[config.mk]
export PLATFORM = sky130hd
export DESIGN_NAME = htd_emit
export DESIGN_NICKNAME = d
export VERILOG_FILES = /design/src/sv/htd_pkg.sv /design/src/sv/htd_emit.sv
export SDC_FILE = /design/constraint.sdc
export NUM_CORES = 1
export LEC_CHECK = 0
export ABC_AREA = 1
export BUFFER_PORTS_ARGS = -buffer_cell sky130_fd_sc_hd__buf_2
export CAP_MARGIN = 15
export CORE_AREA = 2 2 39 41
export CTS_BUF_LIST = sky130_fd_sc_hd__clkbuf_8
export DETAILED_ROUTE_END_ITERATION = 10
export DIE_AREA = 0 0 41 43
export PLACE_DENSITY = 0.8
export RECOVER_POWER = 25
export SLEW_MARGIN = 20
export SYNTH_ARGS = -nofsm -noshare
export SYNTH_HDL_FRONTEND = slang
export SYNTH_SLANG_ARGS = --single-unit
[constraint.sdc]
create_clock -name i_clk -period 1.4 [get_ports i_clk]
set_input_delay 0.14 -clock i_clk [delete_from_list [all_inputs] [get_ports i_clk]]
set_output_delay 0.14 -clock i_clk [all_outputs]
set_load 0.02 [all_outputs]
[src/sv/htd_pkg.sv]
// Package for the Huffman tree-walk decoder: item structs, config indexes,
// opcodes, state encoding and the emit request bundle. No dependencies.
`timescale 1ns / 1ps

package htd_pkg;

    localparam int IDX_W      = 9;   // node index width
    localparam int SYM_W      = 8;   // symbol width on the ports
    localparam int BYTE_W     = 8;
    localparam int CNT_W      = 4;   // holds 0..8 remaining bits
    localparam int PAD_W      = 3;
    localparam int CFG_IDX_W  = 1;
    localparam int CFG_DATA_W = 9;

    localparam logic [CFG_IDX_W-1:0] CFG_ROOT_NODE = 1'b0;
    localparam logic [CFG_IDX_W-1:0] CFG_PAD_BITS  = 1'b1;

    localparam logic OP_LOAD   = 1'b0;
    localparam logic OP_DECODE = 1'b1;

    typedef struct packed {
        logic              opcode;
        logic [IDX_W-1:0]  node_index;
        logic              node_is_leaf;
        logic [SYM_W-1:0]  node_symbol;
        logic [IDX_W-1:0]  left_child;
        logic [IDX_W-1:0]  right_child;
        logic [BYTE_W-1:0] data_byte;
        logic              final_byte;
    } t_in_item;

    typedef struct packed {
        logic [SYM_W-1:0] decoded_symbol;
        logic             run_last;
    } t_out_item;

    typedef enum logic [1:0] {
        ST_IDLE,
        ST_REFRESH,
        ST_DECODE
    } t_state;

    // emit: a leaf was reached this step; flush: byte done, release held symbol
    typedef struct packed {
        logic             emit;
        logic             flush;
        logic [SYM_W-1:0] sym;
    } t_emit_req;

endpackage

[src/sv/htd_emit.sv]
// Output side of the decoder: holds the newest symbol until it is known
// whether it ends the byte, then pushes it into the output register. Uses htd_pkg.
`timescale 1ns / 1ps

module htd_emit
    import htd_pkg::*;
(
    input  logic      i_clk,
    input  logic      i_rst_n,
    input  t_emit_req i_req,
    output logic      o_go,
    output logic      o_out_valid,
    input  logic      i_out_ready,
    output t_out_item o_out_item
);

    logic             r_hold_vld;
    logic [SYM_W-1:0] r_hold_sym;
    logic             r_out_vld;
    t_out_item        r_out;

    logic need_push;
    logic out_free;
    logic push;

    assign need_push = r_hold_vld && (i_req.emit || i_req.flush);
    assign out_free  = !r_out_vld || i_out_ready;
    assign o_go      = !need_push || out_free;
    assign push      = need_push && out_free;

    always_ff @(posedge i_clk) begin
        if (!i_rst_n) begin
            r_hold_vld <= 1'b0;
            r_out_vld  <= 1'b0;
        end else begin
            if (push) begin
                r_out_vld <= 1'b1;
            end else if (i_out_ready) begin
                r_out_vld <= 1'b0;
            end
            if (i_req.emit && o_go) begin
                r_hold_vld <= 1'b1;
            end else if (i_req.flush && o_go) begin
                r_hold_vld <= 1'b0;
            end
        end
    end

    always_ff @(posedge i_clk) begin
        if (push) begin
            r_out.decoded_symbol <= r_hold_sym;
            r_out.run_last       <= i_req.flush;
        end
        if (i_req.emit && o_go) begin
            r_hold_sym <= i_req.sym;
        end
    end

    assign o_out_valid = r_out_vld;
    assign o_out_item  = r_out;

endmodule

== Word-level counts from Yosys, hierarchy flattened ==
Index checks and enable logic that the tools add are counted.
Storage, ports and cells
  bits in latches: 0
  memories: 0
  output and inout bits: 11
  memory bits (read-only): 0
  bits in writable memories: 0
  flip-flop bits (word level): 19
Operators by class
  order comparisons: 0
  multipliers: 0
  multiplexer cells: 4
  shift-type cells: 0
  divide/modulo/power cells: 0
  add/subtract/negate cells: 0
  equality and inequality tests: 0
  reductions and logical operators: 11
  bitwise gates (word level): 0
Operators with widths (number)
  logical AND 1 bit: 4
  two-way mux 1 bit: 4
  nonzero test 2 bit: 2
  logical OR 1 bit: 3
  logical NOT 1 bit: 2

== Logic depth before layout (Yosys ltp) ==
Gate-level depths: netlist (run 1).
  word-level depth: 7
  mapped depth: 5

== Least setup slack after synthesis (run 1) ==
Ideal clock, no wire load.
  path type: flip-flop to flip-flop
  start point: reg r_out_vld, in the netlist o_out_valid
  end point: reg r_hold_sym[0], enable pin
  setup slack: 0.085 ns
  cell stages (with the launch flop): 2
  library setup time: 0.378 ns
  arrival: 0.937 ns
  required time: 1.022 ns
  cell sequence: dfxtp_1 a31oi_1
Between the ends
  longest elaborated chain between the ends: 4
RTL lines
  start: declaration: line htd_emit.sv:19  | logic r_out_vld;
  start signal: assignment: line htd_emit.sv:34  | r_out_vld <= 1'b0;
  start signal: assignment: line htd_emit.sv:37  | r_out_vld <= 1'b1;
  start signal: assignment: line htd_emit.sv:39  | r_out_vld <= 1'b0;
  logical NOT 1 bit: line htd_emit.sv:27  | assign out_free = !r_out_vld || i_out_ready;
  logical OR 1 bit: line htd_emit.sv:27
  logical OR 1 bit: line htd_emit.sv:28  | assign o_go = !need_push || out_free;
  logical AND 1 bit: line htd_emit.sv:54  | if (i_req.emit && o_go) begin
  end signal: assignment: line htd_emit.sv:55  | r_hold_sym <= i_req.sym;
  end: declaration: line htd_emit.sv:18  | logic [SYM_W-1:0] r_hold_sym;
Every way passes these cells.
A chain may end at the register's enable or synchronous reset.

== Worst setup path after layout (run 1) ==
  start point: reg r_out_vld, in the netlist o_out_valid
  end point: out o_go
Between the ends
  longest elaborated chain between the ends: 3
RTL lines
  logical NOT 1 bit: line htd_emit.sv:27
  logical OR 1 bit: line htd_emit.sv:27
  logical OR 1 bit: line htd_emit.sv:28
  end: declaration: line htd_emit.sv:11  | output logic o_go,
Every way passes these cells.

==> results of run 1 <==
==> power groups by stage <==
stage	combinational (mW)	sequential (mW)	clock, mW
2_1_floorplan	0.0192	0.690	0
3_3_place_gp	0.0736	0.672	0
3_5_place_dp	0.0756	0.672	0
4_1_cts	0.0756	0.661	0.372
5_1_grt	0.0826	0.663	0.400
6_report	0.0741	0.660	0.365
==> worst register-to-register path, delay by kind of cell (launching register included) <==
kind	cells	cell delay (ps)
buffers and inverters	1	190
AO/OA/AOI/OAI	2	230
flip-flops	1	340
==> cells in the final DEF, fill, tap and decap left out <==
| cell type | synthesis | routed |
|---|---|---|
| nand2_1 | 3 | 3 |
| inv_1 | 2 | 2 |
| a21oi_1 | 2 | 2 |
| a21oi_2 | 1 | 1 |
| or2_1 | 1 | 1 |
| edfxtp_1 | 17 | 17 |
| inv_2 | 1 | 1 |
| o21ai_1 | 1 | 1 |
| dfxtp_1 | 2 | 2 |
| buf_4 | 0 | 2 |
| a31oi_1 | 1 | 1 |
| clkbuf_8 | 0 | 3 |
| buf_2 | 0 | 22 |
| clkinv_2 | 0 | 1 |
| clkbuf_1 | 0 | 1 |
==> logic make-up after synthesis <==
logic type | synth area share [%]
AOI/OAI and AO/OA | 4.93
DFF | 90.3
and+or+nand+nor | 2.88
buffers and inverters | 1.85
==> state kept, by name (all words and copies together), names as in the netlist <==
| register | count |
|---|---|
| r_hold_vld | 1 |
| r_hold_sym | 8 |
| o_out_valid | 1 |
| o_out_item | 9 |
==> cells in the mapped netlist <==
cell	number
inv_2	1
or2_1	1
edfxtp_1	17
a31oi_1	1
a21oi_1	2
nand2_1	3
o21ai_1	1
a21oi_2	1
inv_1	2
dfxtp_1	2
==> through the flow <==
step,worst slack [ps],cells,hold slack [ps]
floorplan,85.1,31,239
global placement,389,72,317
detailed placement,364,72,318
CTS,145,76,54.5
global route,69.6,76,45.5
finish,155,76,55.7
==> metal layers <==
metal	wire, um	GRT usage [%]
met3	105	6.28
met1	318	14.5
met4	14	10.0
met2	290	13.1
met5	0	0
==> layout make-up <==
| class | instances | area (um2) |
|---|---|---|
| Tap cell | 16 | 20.0 |
| Multi-Input combinational cell | 9 | 47.5 |
| Inverter | 3 | 11.3 |
| Timing Repair Buffer | 25 | 129 |
| Clock inverter | 1 | 5.00 |
| Clock buffer | 3 | 41.3 |
| Sequential cell | 19 | 551 |
| Fill cell | 115 | 579 |
==> worst max path at each step <==
stage / from / endpoint / slack (ps) / cells after the start
2_1_floorplan: o_out_valid / r_hold_sym[0] / 90 / 1
3_3_place_gp: r_hold_vld / o_out_item[5] / 390 / 3
3_5_place_dp: r_hold_vld / o_out_item[3] / 360 / 3
4_1_cts: o_out_valid / o_go / 150 / 3
5_1_grt: o_out_valid / o_go / 70 / 3
6_report: o_out_valid / o_go / 160 / 3
==> impl_metrics.ini, run 1 <==
[status]
status = complete, no violations

[routing]
wl_per_cell_um = 9.59
route.vias.total = 332
drt-total-wl_um = 729
vias_per_cell = 4.37
first_pass_iters = 2
postRouteAntennaNets = 0
drc_errors = 0
drt_iter0_drc = 7

[clock_network]
hold_buffers = 0
insertion_delay_ps = 250
cts_root_buf = clkbuf_8
cts_buffers = 3
clk_pin_slew_worst_paths_ps = 70
post-cts-setup-buffers = 0
ctsLongestPathBuffers = 2
cts_tree = done
htree_levels = 1
cts.sinks = 19
cts_resized = 0

[synth]
yosysSeqAreaShare_pct = 90.3
netlist_area_um2 = 609
ys_types = 10
syn_inst = 31
yosys-top-cells-area = edfxtp_1, dfxtp_1, nand2_1
ys_ff_latch = 19
syn_avg_cell_area_um2 = 19.7
synth_top_area_share_pct = 83.8
yosysTopAreaCell = edfxtp_1
yosys_warnings = 0
syn-num-nets = 44

[min_path]
min_to = r_hold_sym[6]
hp-class = input port to register
min_delay_path_depth = 1
hp-start = i_req[6]

[sta]
fin_skew_ps = 3.85
period_minus_slack_ps = 1240
setup_viol = 0
setup_tns_ps = 0
finalCritPeriodShare_pct = 88.9
rsz0062_at_grt = false
max_slew_margin_pct = 86.4
max_freq_mhz = 803
tightestPinTransition_ps = 203
final-hold-violation-count = 0
slew_viol_final = 0

[global_route]
grt_pass1_wl_mm = 1.20
antenna_found_initial = 0
grtUsageTotal_pct = 11.3
grt_max_degree = 12
grt_pass1_vias = 295
grt_overflow = 0

[worst_setup_path]
rr_endpoint = o_out_item[8]
r2r_setup_slack_ps = 350
path_cells = nand2_1 > or2_1 > buf_2
worst-path-buf-inv = 1
cp-end-kind = output port
worstReg2RegStart = r_hold_vld
cpLargestDelayFamily = flip-flops
start_kind = register
critPathMaxStageDelay_ps = 380
rr_worst_depth = 3
crit_fanout = 4
crit_slowest_cell = dfxtp_1
arrival_ps = 1100
crit_type = register to output port
required_ps = 1260

[pwr]
ir_worst_vdd_uv = 687
p_per_area_nw_per_um2 = 1370
clockPowerShare_pct = 33.2
p_sw_share_pct = 20.0
intPower_mw = 0.879
totalPowerFinal_mw = 1.10
pwr-share-seq_pct = 60.1
netSwitchingPower_mw = 0.220
p_leak_nw = 0.330
comb_power_share_pct = 6.7

[cells_and_area]
antenna_cells = 0
final_util_pct = 58.1
area.growth.synth_to_final_pct = 32.0
nNetsFinal = 74
drive_gt1_share_pct = 50.0
final_area_um2 = 805

[floorplanning]
fp.dieH_um = 43
start_util_pct = 44.0
die_x_um = 41
rows = 14
ios = 24
die-area_um2 = 1760
coreArea_um2 = 1380

[placed_design]
dpl-instance-area_um2 = 759
place_congestion = 0.636
io_buffer_count = 23
place_hpwl_um = 546

[run]
drv_cap = 0
Note: power is estimated with default switching activity, not from simulation.
==> run 2, diff against run 1 <==
CORE_AREA = unset   (was 2 2 39 41)
CORE_MARGIN = 2   (was unset)
CORE_UTILIZATION = 44   (was unset)
CTS_BUF_LIST = unset   (was sky130_fd_sc_hd__clkbuf_8)
DIE_AREA = unset   (was 0 0 41 43)
PLACE_DENSITY = 0.77   (was 0.8)
==> run 2 against run 1 <==
  * Total power is 9.3% lower
  * Clock skew is 2.7 ps lower
  * Global-route usage is 2.0 points higher
  * First-iteration DRC count is 14% lower
  * Worst hold slack worse by 29 ps
  * Register-to-register slack hardly changed
  * Worst setup slack worse by 57 ps
  * Critical path type unchanged
  * Maximum frequency is 4.3% lower
  * Clock-buffer cell count is 1 higher
  * Critical path depth stayed put
==> impl_metrics.ini, run 2 (synthesis gave the netlist of run 1 again) <==
[floorplanning]
start_util_pct = 46.8
rows = 13
die_x_um = 41.2
die-area_um2 = 1700
fp.dieH_um = 41.2
ios = 24
coreArea_um2 = 1300

[global_route]
grt_overflow = 0
grt_pass1_wl_mm = 1.35
antenna_found_initial = 0
grtUsageTotal_pct = 13.3
grt_max_degree = 11
grt_pass1_vias = 318

[worst_setup_path]
critPathMaxStageDelay_ps = 400
worstReg2RegStart = r_hold_vld
path_cells = nand2_1 > or2_1 > buf_2
required_ps = 1260
arrival_ps = 1160
crit_slowest_cell = dfxtp_1
crit_type = register to output port
crit_fanout = 4
cp-end-kind = output port
start_kind = register
worstSetupStartpoint = o_out_valid

[sta]
tightestPinTransition_ps = 203
fin_skew_ps = 1.13
max_slew_margin_pct = 86.4
rsz0062_at_grt = false
period_minus_slack_ps = 1300
setup_viol = 0
holdWs_ps = 26.6
setup_tns_ps = 0
finalCritPeriodShare_pct = 92.9
final-hold-violation-count = 0
max_freq_mhz = 769
slew_viol_final = 0

[routing]
drc_errors = 0
drt-total-wl_um = 849
vias_per_cell = 4.56
first_pass_iters = 4
drt_iter0_drc = 6
wl_per_cell_um = 11.3
route.vias.total = 342
postRouteAntennaNets = 0

[placed_design]
place_inst = 71
io_buffer_count = 23
place_congestion = 0.699
place_hpwl_um = 635

[clock_network]
cts_tree = done
cts_buffers = 3
cts_resized = 0
cts.sinks = 19
post-cts-setup-buffers = 0
insertion_delay_ps = 280
htree_levels = 1
clk_pin_slew_worst_paths_ps = 100
hold_buffers = 0
ctsLongestPathBuffers = 2
cts_root_buf = clkbuf_4

[pwr]
intPower_mw = 0.791
clockPowerShare_pct = 26.1
p_leak_nw = 0.320
ir_worst_vdd_uv = 610
p_sw_share_pct = 20.6
pwr-share-seq_pct = 66.3
comb_power_share_pct = 7.6
netSwitchingPower_mw = 0.205
p_per_area_nw_per_um2 = 1270

[cells_and_area]
final_cell_mix = buf_2, edfxtp_1, nand2_1, clkbuf_4
area.growth.synth_to_final_pct = 28.5
antenna_cells = 0
mostFrequentLayoutCell = buf_2
largest_reg_flops = 9
fin_cells = 75
drive_gt1_share_pct = 48.3
final_util_pct = 60.2
nNetsFinal = 74
num-fill-cells = 106

[status]
status = complete, no violations

[min_path]
hp-class = input port to register
hp-start = i_req[6]

[run]
drv_cap = 0
==> run 2: cell count changes in the layout (fill, tap and decap cells not counted), sizes merged <==
cell    delta
clkinv     -1
clkbuf     +1
==> run 2: power groups by stage <==
stage | clock (mW) | combinational [mW] | sequential [mW]
floorplan | 0 | 0.0192 | 0.690
global placement | 0 | 0.0736 | 0.672
detailed placement | 0 | 0.0760 | 0.674
CTS | 0.266 | 0.0762 | 0.661
global route | 0.290 | 0.0840 | 0.664
finish | 0.260 | 0.0755 | 0.661
==> run 2: final timing paths <==
| path | endpoint | cells after the start | slack [ps] |
|---|---|---|---|
| max | o_go | 3 | 100 |
| max reg2reg | o_out_item[7] | 3 | 350 |
| min | r_hold_sym[6] | 1 | 30 |
| min reg2reg | o_out_item[6] | 0 | 430 |
==> run 2: metrics by stage <==
step                      setup WS [ps]  power, mW  instance area [um2]
after CTS                           101       1.00                  785
after floorplan                    85.1      0.709                  609
after global routing               28.7       1.04                  783
final                              98.8      0.996                  783
after detailed placement            369      0.750                  758
after global placement              391      0.746                  758
==> run 2: cell type report <==
cell class | count | area [um2] | share of cell area [%]
sequential | 19 | 551 | 70.3
timing repair buffer | 25 | 129 | 16.5
multi-input combinational | 9 | 47.5 | 6.07
clock buffer | 4 | 26.3 | 3.35
tap | 15 | 18.8 | 2.40
inverter | 3 | 11.3 | 1.44
==> run 2: critical path, delay by kind of cell (launching register included) <==
family	cells	cell delay (ps)
DFF	1	400
and+or+nand+nor	2	320
buffers and inverters	1	160
==> run 2: metal layers <==
| metal | global-route usage [%] | routed length [um] | share of wire [%] | vias to the layer above |
|---|---|---|---|---|
| met4 | 11.3 | 23 | 2.7 | 0 |
| li1 | - | - | - | 172 |
| met5 | 0 | 0 | 0 | - |
| met1 | 16.5 | 377 | 44 | 141 |
| met2 | 19.1 | 367 | 43 | 25 |
| met3 | 3.26 | 81 | 9.5 | 4 |
==> run 3, diff against run 2 <==
--- a/config.mk
+++ b/config.mk
@@ -12,5 +12,5 @@
 export CORE_UTILIZATION = 44
 export DETAILED_ROUTE_END_ITERATION = 10
-export PLACE_DENSITY = 0.77
+export PLACE_DENSITY = 0.74
 export RECOVER_POWER = 25
 export SLEW_MARGIN = 20
==> constraint.sdc (replaced) <==
create_clock -name i_clk -period 1.4 [get_ports i_clk]
set_input_delay 0.07 -clock i_clk [delete_from_list [all_inputs] [get_ports i_clk]]
set_output_delay 0.07 -clock i_clk [all_outputs]
set_load 0.02 [all_outputs]
==> run 3 against run 2 <==
  * Clock-buffer cell count down 1
  * Final area up 12%
  * Worst hold slack worse by 0.60 ps
  * Critical path depth up 2
  * Flip-flop and latch count unchanged
  * Clock skew up 1.8 ps
  * Wire length up 21%
  * Utilization up 7.1 points
  * Largest cell class unchanged
  * Non-clock buffer count up 9
  * Critical endpoint unchanged
  * Combinational power up 27%
  * Clock power about the same
==> impl_metrics.ini, run 3 (synthesis gave the netlist of run 1 again) <==
[status]
status = complete, no violations

[sta]
fin_skew_ps = 2.92
slew_viol_final = 0
period_minus_slack_ps = 1290
final-hold-violation-count = 0
rsz0062_at_grt = false
holdWs_ps = 26.0
max_freq_mhz = 773
tightestPinTransition_ps = 319
max_slew_margin_pct = 78.6
setup_tns_ps = 0
finalCritPeriodShare_pct = 92.5
setup_viol = 0

[clock_network]
clk_pin_slew_worst_paths_ps = 100
ctsLongestPathBuffers = 2
cts_tree = done
cts_root_buf = clkbuf_4
insertion_delay_ps = 290
cts.sinks = 19
cts_resized = 0
htree_levels = 1
cts_buffers = 3

[routing]
vias_per_cell = 4.73
wl_per_cell_um = 12.3
drc_errors = 0
postRouteAntennaNets = 0
first_pass_iters = 2
dr_wl_met3_um = 80
top_layer = met4
route.vias.total = 397
wl_met2_um = 549
wl_met1_um = 371
drt-total-wl_mm = 1.03
drt_iter0_drc = 5

[pwr]
ir_worst_vdd_uv = 618
p_per_area_nw_per_um2 = 1160
p_leak_nw = 0.363

[global_route]
grt_pass1_wl_mm = 1.52
antenna_found_initial = 0
grt_overflow = 0
grtUsageTotal_pct = 16.0
grt_pass1_vias = 380
grt_max_degree = 12

[worst_setup_path]
crit_slowest_cell = dlygate4sd3_1
worst-path-buf-inv = 3
required_ps = 1330
crit_top_cell = buf_2
start_kind = input port
crit_fanout = 3
path_cells = dlygate4sd3_1 > buf_2 > o21ai_1 > or2_1 > buf_2
cpLargestDelayFamily = buffers and inverters
cp-end-kind = output port
critPathMaxStageDelay_ps = 530
arrival_ps = 1220
crit_type = input port to output port

[cells_and_area]
drive_gt1_share_pct = 44.9
antenna_cells = 0
mostFrequentLayoutCell = buf_2
largest_reg_flops = 9
final_area_um2 = 876
final_cell_mix = buf_2, edfxtp_1, dlygate4sd3_1, nand2_1, clkbuf_4
num-fill-cells = 109
area.growth.synth_to_final_pct = 43.7
nNetsFinal = 83

[placed_design]
place_congestion = 0.664
dpl-instance-area_um2 = 758
io_buffer_count = 23

[floorplanning]
rows = 13
ios = 24
fp.dieH_um = 41.2
coreArea_um2 = 1300
start_util_pct = 46.8
die-area_um2 = 1700
die_x_um = 41.2

[min_path]
hp-class = input port to register

[run]
drv_cap = 0
-- run 3: what timing repair did --
action                    4_1_cts  5_1_grt
buffers inserted                0        0
hold endpoints to repair        9        0
hold buffers                    9        0
-- run 3: final cells by class --
type	instances	area (um2)	area share, %
inverters	3	11.3	1.29
repair buffers	34	220	25.1
multi-input cells	9	47.5	5.43
well taps	15	18.8	2.14
clock buffers	3	22.5	2.57
clock inverters	1	5.00	0.571
flip-flops and latches	19	551	62.9
-- run 3: per-stage QoR --
stage / setup slack (ps) / cells / total power, mW / utilization [%]
finish: 106 / 84 / 1.02 / 67.3
global route: 21.2 / 84 / 1.07 / 67.3
CTS: 103 / 84 / 1.03 / 67.3
detailed placement: 258 / 71 / 0.753 / 58.3
global placement: 304 / 71 / 0.747 / 58.3
floorplan: 85.1 / 31 / 0.709 / -
-- run 3: worst paths after layout --
path,slack (ps),cells past startpoint,end,start
max,110,5,o_go,i_req[8]
min reg2reg,430,0,o_out_item[8],r_hold_sym[7]
min,30,3,r_hold_vld,i_rst_n
max reg2reg,250,2,r_hold_sym[5],o_out_valid
-- run 3: routing by layer --
metal	track usage [%]	vias up
li1	-	191
met1	14.9	183
met2	27.3	19
met3	4.89	4
met4	14.5	0
met5	0	-
-- run 3: power breakdown --
part	total, mW	internal, mW	switching [mW]
Combinational	0.0962	0.0462	0.0500
Clock	0.258	0.106	0.152
Sequential	0.660	0.651	0.00898
Total	1.02	0.804	0.211
-- run 3: worst min-delay path, cell delays in order --
cell and delay (ps):
buf_2 90, inv_1 80, a21oi_2 40
